--- src/hw/rtl/gtrcm_pkg.sv ---
// Shared types, constants and mapping ROM for the gamepad to RC channel mapper.
`default_nettype none
package gtrcm_pkg;

  localparam int NumChannels = 16;
  localparam int ChanW       = 4;
  localparam int NumAxes     = 6;
  localparam int SelW        = 3;
  localparam int AxisW       = 16;
  localparam int InDataW     = 112;

  localparam logic [1:0] ModeGeneric = 2'd0;
  localparam logic [1:0] ModeWide    = 2'd1;
  localparam logic [1:0] ModeRc      = 2'd2;

  localparam logic [1:0] RegOutputMode = 2'd0;
  localparam logic [1:0] RegAxisInMin  = 2'd1;
  localparam logic [1:0] RegAxisInMax  = 2'd2;
  localparam logic [1:0] RegTrigThresh = 2'd3;

  localparam logic [15:0] SwUp   = 16'd1;
  localparam logic [15:0] SwDown = 16'd2;
  localparam logic [15:0] SwMid  = 16'd3;

  localparam logic [ChanW-1:0] ChDial   = ChanW'(4);
  localparam logic [ChanW-1:0] ChLeftSw = ChanW'(5);
  localparam logic [ChanW-1:0] ChRightSw = ChanW'(6);

  typedef enum logic [1:0] {
    KindNone,
    KindAxis,
    KindBtn
  } kind_e;

  typedef struct packed {
    kind_e                  kind;
    logic [SelW-1:0]        sel;
    logic signed [15:0]     a;
    logic signed [15:0]     b;
  } map_entry_t;

  typedef enum logic [1:0] {
    StIdle,
    StEval,
    StWait,
    StEmit
  } state_e;

  typedef enum logic [1:0] {
    MduIdle,
    MduMul,
    MduDiv
  } mdu_state_e;

  typedef struct packed {
    logic               start;
    logic signed [16:0] x_off;
    logic signed [16:0] span;
    logic signed [16:0] den;
  } mdu_req_t;

  typedef struct packed {
    logic               done;
    logic signed [32:0] quot;
  } mdu_rsp_t;

  function automatic map_entry_t rom_entry(input logic [1:0] mode, input logic [ChanW-1:0] ch);
    map_entry_t e;
    e = '{KindNone, SelW'(0), 16'sd1024, 16'sd1024};
    case (mode)
      ModeRc: begin
        case (ch)
          ChanW'(0): e = '{KindAxis, SelW'(2), 16'sd364, 16'sd1684};
          ChanW'(1): e = '{KindAxis, SelW'(3), 16'sd364, 16'sd1684};
          ChanW'(2): e = '{KindAxis, SelW'(1), 16'sd364, 16'sd1684};
          ChanW'(3): e = '{KindAxis, SelW'(0), 16'sd364, 16'sd1684};
          default:   e = '{KindNone, SelW'(0), 16'sd1024, 16'sd1024};
        endcase
      end
      ModeWide: begin
        if (ch < ChanW'(4)) begin
          e = '{KindAxis, SelW'(ch), -16'sd30000, 16'sd30000};
        end else if (ch < ChanW'(8)) begin
          e = '{KindBtn, SelW'(ch - ChanW'(4)), 16'sd1, 16'sd0};
        end
      end
      default: begin
        if (ch < ChanW'(4)) begin
          e = '{KindAxis, SelW'(ch), 16'sd200, 16'sd1800};
        end else if (ch < ChanW'(10)) begin
          e = '{KindBtn, SelW'(ch - ChanW'(4)), 16'sd1800, 16'sd200};
        end
      end
    endcase
    return e;
  endfunction

endpackage
`default_nettype wire

--- src/hw/rtl/gtrcm_mdu.sv ---
// Shared multiply then shift-subtract divide unit, signed, truncating toward zero.
`default_nettype none
module gtrcm_mdu (
  input  wire logic                 clk_i,
  input  wire logic                 rst_ni,
  input  wire gtrcm_pkg::mdu_req_t  req_i,
  output gtrcm_pkg::mdu_rsp_t       rsp_o
);

  gtrcm_pkg::mdu_state_e state_q, state_d;

  logic signed [16:0] a_q, b_q;
  logic [15:0]        dmag_q;
  logic               dneg_q;
  logic               neg_q;
  logic [31:0]        dvd_q;
  logic [15:0]        rem_q;
  logic [4:0]         cnt_q;
  logic               done_q;

  logic signed [33:0] prod;
  logic [31:0]        prod_mag;
  logic [16:0]        shifted;
  logic [16:0]        diff;
  logic               fits;

  assign prod     = a_q * b_q;
  assign prod_mag = prod[33] ? 32'(-prod) : prod[31:0];
  assign shifted  = {rem_q, dvd_q[31]};
  assign diff     = shifted - {1'b0, dmag_q};
  assign fits     = (shifted >= {1'b0, dmag_q});

  always_comb begin
    state_d = state_q;
    unique case (state_q)
      gtrcm_pkg::MduIdle: if (req_i.start) state_d = gtrcm_pkg::MduMul;
      gtrcm_pkg::MduMul:  state_d = gtrcm_pkg::MduDiv;
      gtrcm_pkg::MduDiv:  if (cnt_q == 5'd31) state_d = gtrcm_pkg::MduIdle;
      default:            state_d = gtrcm_pkg::MduIdle;
    endcase
  end

  always_comb begin
    rsp_o.done = done_q;
    rsp_o.quot = neg_q ? -$signed({1'b0, dvd_q}) : $signed({1'b0, dvd_q});
  end

  always_ff @(posedge clk_i or negedge rst_ni) begin
    if (!rst_ni) begin
      state_q <= gtrcm_pkg::MduIdle;
      cnt_q   <= '0;
      done_q  <= 1'b0;
    end else begin
      state_q <= state_d;
      done_q  <= (state_q == gtrcm_pkg::MduDiv) && (cnt_q == 5'd31);
      if (state_q == gtrcm_pkg::MduDiv) begin
        cnt_q <= cnt_q + 5'd1;
      end else begin
        cnt_q <= '0;
      end
    end
  end

  always_ff @(posedge clk_i) begin
    unique case (state_q)
      gtrcm_pkg::MduIdle: begin
        if (req_i.start) begin
          a_q    <= req_i.x_off;
          b_q    <= req_i.span;
          dneg_q <= req_i.den[16];
          dmag_q <= req_i.den[16] ? 16'(-req_i.den) : req_i.den[15:0];
        end
      end
      gtrcm_pkg::MduMul: begin
        dvd_q <= prod_mag;
        rem_q <= '0;
        neg_q <= prod[33] ^ dneg_q;
      end
      gtrcm_pkg::MduDiv: begin
        rem_q <= fits ? diff[15:0] : shifted[15:0];
        dvd_q <= {dvd_q[30:0], fits};
      end
      default: ;
    endcase
  end

endmodule
`default_nettype wire

--- src/hw/rtl/gamepad_to_rc_channel_mapper.sv ---
// Top level of the gamepad to RC channel mapper: sequencer, state and output register.
// Each accepted snapshot produces 16 channel transfers, channel 0 first, tlast on channel 15.
// A stick channel goes through the shared multiply-divide unit (a setup step, the
// multiply, 32 divide steps, loading the output register, then presenting the
// transfer); any other channel, and a stick channel when the input bounds are
// equal, skips the unit and is loaded into the output register directly. The
// input is not ready until the last channel of the frame has been transferred.
`default_nettype none
module gamepad_to_rc_channel_mapper (
  input  wire logic          clk_i,
  input  wire logic          rst_ni,
  input  wire logic          s_axis_tvalid,
  output logic               s_axis_tready,
  // left_x, left_y, right_x, right_y, left_trigger, right_trigger, button_mask
  input  wire logic [gtrcm_pkg::InDataW-1:0] s_axis_tdata,
  output logic               m_axis_tvalid,
  input  wire logic          m_axis_tready,
  // channel_value
  output logic [15:0]        m_axis_tdata,
  // channel_index
  output logic [3:0]         m_axis_tuser,
  output logic               m_axis_tlast,
  input  wire logic          cfg_valid_i,
  output logic               cfg_ready_o,
  input  wire logic [1:0]    cfg_index_i,
  input  wire logic [15:0]   cfg_data_i
);

  gtrcm_pkg::state_e state_q, state_d;

  logic [1:0]                     mode_q;
  logic signed [15:0]             in_min_q, in_max_q;
  logic [14:0]                    thr_q;
  logic signed [15:0]             axes_q [gtrcm_pkg::NumAxes];
  logic [7:0]                     btn_q;
  logic                           lmid_q, rmid_q, prevl_q, prevr_q;
  logic [gtrcm_pkg::ChanW-1:0]    ch_q;
  logic [15:0]                    out_val_q, out_val_d;

  gtrcm_pkg::map_entry_t          entry;
  gtrcm_pkg::mdu_req_t            mdu_req;
  gtrcm_pkg::mdu_rsp_t            mdu_rsp;

  logic                           in_xfer, out_xfer, cfg_xfer, last_ch;
  logic signed [16:0]             den;
  logic                           need_mdu;
  logic signed [15:0]             base_val, lo, hi, clamped, sel_val;
  logic signed [33:0]             r;
  logic                           lb, rb;
  logic                           ltrig, rtrig;
  logic [15:0]                    dial;
  logic                           load_out;

  assign in_xfer  = s_axis_tvalid && s_axis_tready;
  assign out_xfer = m_axis_tvalid && m_axis_tready;
  assign cfg_xfer = cfg_valid_i && cfg_ready_o;
  assign last_ch  = (ch_q == gtrcm_pkg::ChanW'(gtrcm_pkg::NumChannels - 1));
  assign lb       = s_axis_tdata[102];
  assign rb       = s_axis_tdata[103];

  assign entry    = gtrcm_pkg::rom_entry(mode_q, ch_q);
  assign den      = {in_max_q[15], in_max_q} - {in_min_q[15], in_min_q};
  assign need_mdu = (entry.kind == gtrcm_pkg::KindAxis) && (den != 17'sd0);

  always_comb begin
    mdu_req.start = (state_q == gtrcm_pkg::StEval) && need_mdu;
    mdu_req.x_off = {axes_q[entry.sel][15], axes_q[entry.sel]} - {in_min_q[15], in_min_q};
    mdu_req.span  = {entry.b[15], entry.b} - {entry.a[15], entry.a};
    mdu_req.den   = den;
  end

  gtrcm_mdu u_mdu (
    .clk_i  (clk_i),
    .rst_ni (rst_ni),
    .req_i  (mdu_req),
    .rsp_o  (mdu_rsp)
  );

  always_comb begin
    base_val = entry.a;
    if (entry.kind == gtrcm_pkg::KindBtn) begin
      base_val = btn_q[entry.sel] ? entry.a : entry.b;
    end
    lo = (entry.a < entry.b) ? entry.a : entry.b;
    hi = (entry.a < entry.b) ? entry.b : entry.a;
    r  = {mdu_rsp.quot[32], mdu_rsp.quot} + {{18{entry.a[15]}}, entry.a};
    if (r < $signed({{18{lo[15]}}, lo})) begin
      clamped = lo;
    end else if (r > $signed({{18{hi[15]}}, hi})) begin
      clamped = hi;
    end else begin
      clamped = r[15:0];
    end
  end

  assign ltrig = $signed({axes_q[4][15], axes_q[4]}) > $signed({2'b00, thr_q});
  assign rtrig = $signed({axes_q[5][15], axes_q[5]}) > $signed({2'b00, thr_q});

  always_comb begin
    if (btn_q[1]) dial = 16'd364;
    else if (btn_q[0]) dial = 16'd694;
    else if (btn_q[3]) dial = 16'd1684;
    else if (btn_q[2]) dial = 16'd1354;
    else dial = 16'd1024;
  end

  always_comb begin
    sel_val   = (state_q == gtrcm_pkg::StWait) ? clamped : base_val;
    out_val_d = sel_val;
    if (mode_q == gtrcm_pkg::ModeRc) begin
      if (ch_q == gtrcm_pkg::ChDial) begin
        out_val_d = dial;
      end else if (ch_q == gtrcm_pkg::ChLeftSw) begin
        out_val_d = lmid_q ? (ltrig ? gtrcm_pkg::SwUp : gtrcm_pkg::SwMid) : gtrcm_pkg::SwDown;
      end else if (ch_q == gtrcm_pkg::ChRightSw) begin
        out_val_d = rmid_q ? (rtrig ? gtrcm_pkg::SwUp : gtrcm_pkg::SwMid) : gtrcm_pkg::SwDown;
      end
    end
    load_out = ((state_q == gtrcm_pkg::StEval) && !need_mdu) ||
               ((state_q == gtrcm_pkg::StWait) && mdu_rsp.done);
  end

  always_comb begin
    state_d = state_q;
    unique case (state_q)
      gtrcm_pkg::StIdle: if (s_axis_tvalid) state_d = gtrcm_pkg::StEval;
      gtrcm_pkg::StEval: state_d = need_mdu ? gtrcm_pkg::StWait : gtrcm_pkg::StEmit;
      gtrcm_pkg::StWait: if (mdu_rsp.done) state_d = gtrcm_pkg::StEmit;
      gtrcm_pkg::StEmit: begin
        if (m_axis_tready) state_d = last_ch ? gtrcm_pkg::StIdle : gtrcm_pkg::StEval;
      end
      default: state_d = gtrcm_pkg::StIdle;
    endcase
  end

  always_comb begin
    s_axis_tready = (state_q == gtrcm_pkg::StIdle);
    m_axis_tvalid = (state_q == gtrcm_pkg::StEmit);
    m_axis_tdata  = out_val_q;
    m_axis_tuser  = ch_q;
    m_axis_tlast  = last_ch;
    cfg_ready_o   = 1'b1;
  end

  always_ff @(posedge clk_i or negedge rst_ni) begin
    if (!rst_ni) begin
      state_q  <= gtrcm_pkg::StIdle;
      ch_q     <= '0;
      mode_q   <= gtrcm_pkg::ModeRc;
      in_min_q <= -16'sd32768;
      in_max_q <= 16'sd32767;
      thr_q    <= 15'd10000;
      lmid_q   <= 1'b0;
      rmid_q   <= 1'b0;
      prevl_q  <= 1'b0;
      prevr_q  <= 1'b0;
    end else begin
      state_q <= state_d;
      if (in_xfer) begin
        ch_q    <= '0;
        lmid_q  <= lmid_q ^ (lb && !prevl_q);
        rmid_q  <= rmid_q ^ (rb && !prevr_q);
        prevl_q <= lb;
        prevr_q <= rb;
      end else if (out_xfer && !last_ch) begin
        ch_q <= ch_q + gtrcm_pkg::ChanW'(1);
      end
      if (cfg_xfer) begin
        unique case (cfg_index_i)
          gtrcm_pkg::RegOutputMode: mode_q   <= cfg_data_i[1:0];
          gtrcm_pkg::RegAxisInMin:  in_min_q <= cfg_data_i;
          gtrcm_pkg::RegAxisInMax:  in_max_q <= cfg_data_i;
          gtrcm_pkg::RegTrigThresh: thr_q    <= cfg_data_i[14:0];
          default: ;
        endcase
      end
    end
  end

  always_ff @(posedge clk_i) begin
    if (in_xfer) begin
      for (int i = 0; i < gtrcm_pkg::NumAxes; i++) begin
        axes_q[i] <= s_axis_tdata[i*gtrcm_pkg::AxisW +: gtrcm_pkg::AxisW];
      end
      btn_q <= s_axis_tdata[103:96];
    end
    if (load_out) begin
      out_val_q <= out_val_d;
    end
  end

endmodule
`default_nettype wire

--- config.mk ---
export PLATFORM = sky130hd
export DESIGN_NAME = gamepad_to_rc_channel_mapper
export DESIGN_NICKNAME = d
export VERILOG_FILES = /design/src/hw/rtl/gtrcm_pkg.sv /design/src/hw/rtl/gtrcm_mdu.sv /design/src/hw/rtl/gamepad_to_rc_channel_mapper.sv
export SDC_FILE = /design/constraint.sdc
export NUM_CORES = 2
export LEC_CHECK = 0
export ABC_AREA = 1
export BUFFER_PORTS_ARGS = -buffer_cell sky130_fd_sc_hd__buf_4
export CAP_MARGIN = 40
export CORE_MARGIN = 4
export CORE_UTILIZATION = 35
export DETAILED_ROUTE_END_ITERATION = 10
export GPL_TIMING_DRIVEN = 1
export PLACE_DENSITY = 0.5
export SLEW_MARGIN = 25
export SYNTH_ARGS = -nofsm -noshare
export SYNTH_HDL_FRONTEND = slang
export SYNTH_SLANG_ARGS = --single-unit
--- constraint.sdc ---
create_clock -name clk_i -period 20.2 [get_ports clk_i]
set_input_delay 2.02 -clock clk_i [delete_from_list [all_inputs] [get_ports clk_i]]
set_output_delay 2.02 -clock clk_i [all_outputs]
set_load 0.01 [all_outputs]
# After elaboration in Yosys (flattened, before gate mapping)
# Memories as Yosys holds them, arrays and structs flattened.
# Cells that the tools add are included.
op_classes:
  n_addsub: 11
  mul: 1
  magnitude_cmp: 10
  eq_ne: 25
  muxes: 47
  bitwise: 3
  n_reduce_logical: 29
op_table:
  columns: ["cell", "count"]
  rows:
  - ["2-to-1 mux 16 bit", 13]
  - ["2-to-1 mux 37 bit", 4]
  - ["one-hot mux 36 bit (4 select lines)", 1]
  - ["one-hot mux 37 bit (2 select lines)", 1]
  - ["one-hot mux 32 bit (2 select lines)", 1]
  - ["subtractor 16 x 16 -> 17 bit", 3]
  - ["adder 33 x 16 -> 34 bit", 1]
  - ["> comparator 34 x 16 -> 1 bit", 1]
  - ["less-than comparator 34 x 16 -> 1 bit", 1]
  - ["multiplier 17 x 17 -> 34 bit", 1]
  - ["2-to-1 mux 33 bit", 1]
  - ["negator 32 -> 33 bit", 1]
  - ["> comparator 16 bit", 2]
  - ["2-to-1 mux 32 bit", 1]
  - ["negator 32 bit", 1]
  - ["one-hot mux 16 bit (2 select lines)", 1]
  - ["2-to-1 mux 11 bit", 2]
  - ["2-to-1 mux 2 bit", 9]
  - ["greater-or-equal comparator 17 x 16 -> 1 bit", 1]
  - ["nonzero test 17 bit", 1]
  - ["less-than comparator 16 bit", 1]
  - ["negator 16 bit", 1]
  - ["subtractor 16 bit", 1]
  - ["equality test 2 bit (second input constant)", 7]
  - ["other kinds (31)", 69]
totals:
  regBits: 191
  mem_bits_rw: 96
  inputBits: 135
  out_inout_bits: 24
  n_memories: 1
mem_list:
  columns: ["memory", "words", "width", "rd", "rd_clocked_by_memory_dff", "wr", "line", "source"]
  rows:
  - ["axes_q", 6, 16, 3, 0, 6, "gamepad_to_rc_channel_mapper.sv:34", "logic signed [15:0] axes_q [gtrcm_pkg::NumAxes];"]

# Depth between registers and ports, before layout
logic_depth:
  word_depth: 14
  mapped_depth: 47

# By module
# Synthesis repeated with hierarchy kept, for this count alone.
unflattened:
  hier_cells: 4160
  area_unflattened_um2: 32846.5
modules_own_cells:
  columns: ["mod", "instances", "cells_per_inst", "area_per_inst_um2"]
  rows:
  - ["gtrcm_mdu", 1, 2464, 19043.3]
  - ["gamepad_to_rc_channel_mapper", 1, 1696, 13803.2]

# Least setup slack after synthesis
# OpenSTA, ideal clock, no wires.
synth_path:
  path_type: "reg-to-reg"
  from: "register u_mdu.a_q[16]"
  to: "register u_mdu.dvd_q[30], data pin"
  setup_ns: 0.252
  arrival_ns: 6.247
  setup_slack_ns: 13.701
  path_stages_with_launch: 29
  n_path_buf: 1
  path_cell_list: "edfxtp_1 > clkbuf_1 > nand2_1 > inv_1 > fa_1 > fa_1 > inv_1 > fa_1 > inv_1 > fa_1 > fa_1 > fa_1 > ha_1 > a21oi_1 > o21a_1 > a21boi_0 > nand3_1 > xnor2_1 > nand2_1 > inv_1 > nand2_2 > nor2_2 > nand3_1 > nand2_1 > nand2_1 > nand2_1 > nand2_1 > nand2_1 > nand2_1"
synth_via:
  elab_chain_len: 4
synth_rtl:
  columns: ["element", "line", "source"]
  rows:
  - ["from (decl)", "gtrcm_mdu.sv:12", "logic signed [16:0] a_q, b_q;"]
  - ["from (signal assigned)", "gtrcm_mdu.sv:68", "a_q <= req_i.x_off;"]
  - ["multiplier 17 x 17 -> 34 bit *", "gtrcm_mdu.sv:27", "assign prod = a_q * b_q;"]
  - ["negator 32 bit", "gtrcm_mdu.sv:28", "assign prod_mag = prod[33] ? 32'(-prod) : prod[31:0];"]
  - ["2-to-1 mux 32 bit *", "gtrcm_mdu.sv:28", null]
  - ["one-hot mux 32 bit (2 select lines) *", "gtrcm_mdu.sv:65", "unique case (state_q)"]
  - ["to (signal assigned)", "gtrcm_mdu.sv:75", "dvd_q <= prod_mag;"]
  - ["to (signal assigned)", "gtrcm_mdu.sv:81", "dvd_q <= {dvd_q[30:0], fits};"]
  - ["to (decl)", "gtrcm_mdu.sv:16", "logic [31:0] dvd_q;"]
# Every way passes the cells marked *; elsewhere a longest branch is shown, timed or not.
# A chain may end at the register's enable or synchronous reset.

# Worst setup path in the final report
layout_path:
  from: "register u_mdu.b_q[3]"
  to: "register u_mdu.dvd_q[19], data pin"
layout_via:
  elab_chain_len: 4
layout_rtl:
  columns: ["element", "line", "source"]
  rows:
  - ["from (decl)", "gtrcm_mdu.sv:12", null]
  - ["from (signal assigned)", "gtrcm_mdu.sv:69", "b_q <= req_i.span;"]
  - ["multiplier 17 x 17 -> 34 bit *", "gtrcm_mdu.sv:27", null]
  - ["negator 32 bit", "gtrcm_mdu.sv:28", null]
  - ["2-to-1 mux 32 bit *", "gtrcm_mdu.sv:28", null]
  - ["one-hot mux 32 bit (2 select lines) *", "gtrcm_mdu.sv:65", null]
# Marked as above.

==> results.sh <==
export IMPL_fin_crit_sh_pct=40.2
export IMPL_cp_start_kind="flop"
export IMPL_syn_inst=3802
export IMPL_critPathArrivalTime_ns=8.44
export IMPL_place_ws_ns=12.02
export IMPL_htree_levels=1
export IMPL_async_reset_ff_share_pct=23.7
export IMPL_first_pass_iters=6
export IMPL_crit_family="adder cells"
export IMPL_seq_area_sq_um=8190
export IMPL_synth_most_common_cell="nand2_1"
export IMPL_gp_congestion=0.903
export IMPL_grt_start_max_net_pins=71
export IMPL_ys_ff_latch=283
export IMPL_setup_slack_ns=12.08
export IMPL_ant_nets=0
export IMPL_die_x_um=308
export IMPL_cpMostUsedCell="fa_1"
export IMPL_viasPerCell=4.79
export IMPL_antenna_found_initial=0
export IMPL_status="complete, no violations"
export IMPL_drive_gt1_share_pct=9.75
export IMPL_multi_input_area_sq_um=20300
export IMPL_drcViolationCount=0
export IMPL_post_cts_setup_buffer_count=0
export IMPL_synth_cell_type_count=71
export IMPL_netlist_area_leader_share_pct=20.6
export IMPL_dpl_hpwl_um=68900
export IMPL_rsz0062_at_grt="false"
export IMPL_cts_made_buffers=31
export IMPL_cts_sinks=283
export IMPL_fillers=9088
export IMPL_hold_viol=0
export IMPL_finClkSkew_ns=0.0248
export IMPL_io_buffers=149
export IMPL_tns_ns=0
export IMPL_ys_seq_area_share_pct=26.0
export IMPL_wl_per_cell_um=16.1
export IMPL_synth_area_sq_um=31500
export IMPL_cp_end_kind="flop"
export IMPL_routed_wl_um=82600
export IMPL_vias=24700
export IMPL_start_util_pct=35.5
export IMPL_cp_max_fo=25
export IMPL_worstSkewPairLatency_ns=0.59
export IMPL_clk_pin_slew_ns=0.06
export IMPL_synth_common_cells="nand2_1, inv_1, fa_1, ha_1, edfxtp_1"
export IMPL_tightest_slew_ns=0.945
export IMPL_clockBufferDepth=3
export IMPL_ys_warnings_count=0
export IMPL_coreArea_sq_um=88800
export IMPL_antennaDiodeCount=0
export IMPL_slowest_delay_ns=0.92
export IMPL_ctsResizeCount=0
export IMPL_die_area_sq_um=94800
export IMPL_yosys_top_cells_area="edfxtp_1, fa_1, ha_1, nand2_1, inv_1"
export IMPL_critPathKind="flop to flop"
export IMPL_grt_pass1_wl_um=136000
export IMPL_synth_ff_type="edfxtp_1"
export IMPL_grt_overflow_total=0
export IMPL_dieHeight_um=308
export IMPL_min_path_type="flop to flop"
export IMPL_num_io_pins=159
export IMPL_syn_to_final_growth_pct=12.0
export IMPL_fmax_ghz=0.123
export IMPL_root_buffer="clkbuf_16"
export IMPL_setup_violations=0
export IMPL_maxCapViolCount=0
export IMPL_postCtsHoldBufs=0
export IMPL_fin_crit_ns=8.12
export IMPL_first_global_vias=25600
export IMPL_cts_tree="yes"
export IMPL_synth_edff_count=216
export IMPL_post_synth_top_area_cell="edfxtp_1"
export IMPL_final_net_count=4672
export IMPL_rows=109
export IMPL_slew_violations=0
export IMPL_synth_area_per_cell_sq_um=8.28
export IMPL_drt_iter0_drc=1309
export IMPL_cpMaxStageDelayCell="edfxtp_1"
export IMPL_worstPathRequired_ns=20.52
export IMPL_slew_headroom_pct=36.7
export IMPL_grt_usage_pct=17.7
export IMPL_path_buf_inv=6
-- cell type report --
class	count	share of cell area (%)
multi-input combinational	2729	57.5
clock buffer	34	2.23
sequential	283	23.2
inverter	714	7.60
clock inverter	23	0.756
tap	1165	4.13
timing repair buffer	195	4.53
-- stage by stage --
stage | hold slack, ns | area, sq um | cells | util [%]
floorplan | 0.433 | 31600 | 3825 | -
global placement | 0.464 | 33900 | 5067 | 38.2
detailed placement | 0.465 | 34100 | 5078 | 38.4
CTS | 0.479 | 35100 | 5135 | 39.6
global route | 0.499 | 35300 | 5143 | 39.7
finish | 0.470 | 35300 | 5143 | 39.7
-- cell families after synthesis --
logic type | synth area share (%)
adder cells (fa/ha/maj) | 30.2
buffers and inverters | 9.87
AND/OR/NAND/NOR | 19.2
other | 0.0119
flip-flops | 26.0
XOR/XNOR | 4.88
AO/OA/AOI/OAI | 9.88
-- flip-flops by register name, indices dropped and copies added, names as in the netlist, 2 cells and up --
register and cells:
state_q 2, u_mdu.state_q 2, m_axis_tdata 16, mode_q 2
u_mdu.cnt_q 5, in_max_q 16, axes_q 96, u_mdu.dvd_q 32
u_mdu.b_q 15, btn_q 6, u_mdu.rem_q 16, u_mdu.a_q 17
m_axis_tuser 4, thr_q 15, u_mdu.dmag_q 16, in_min_q 16
-- path summary, 6_finish.rpt --
kind,startpoint,endpoint,slack (ns),depth (start not counted)
setup reg to reg,u_mdu.b_q[3],u_mdu.dvd_q[19],12.08,25
max in group asynchronous,rst_ni,mode_q[1],18.20,2
hold reg to reg,u_mdu.cnt_q[0],u_mdu.cnt_q[0],0.47,1
hold / removal,u_mdu.cnt_q[0],u_mdu.cnt_q[0],0.47,1
setup / recovery,u_mdu.b_q[3],u_mdu.dvd_q[19],12.08,25
min in group asynchronous,rst_ni,in_min_q[5],1.40,1
-- cells in the final DEF (no fill, tap or decap), types with 45 or more instances in the layout --
cell / instances
nand2_1: 886
inv_1: 698
fa_1: 294
ha_1: 288
edfxtp_1: 216
nor2_1: 210
a21oi_1: 200
o21ai_0: 184
buf_4: 176
nand3_1: 144
xor2_1: 115
dfrtp_1: 45
-- metal layers --
layer,vias to the layer above,share of wire (%),track usage [%],routed length [um]
met1,11700,46,23.8,37900
met5,-,0,0,0
li1,12400,-,-,-
met3,77,4.1,1.86,3350
met2,425,48,31.1,39700
met4,0,2.2,3.83,1780
Power is left out: the tool's default activity adds up to more than one toggle a clock period on the data nets, which glitch-free logic cannot reach.
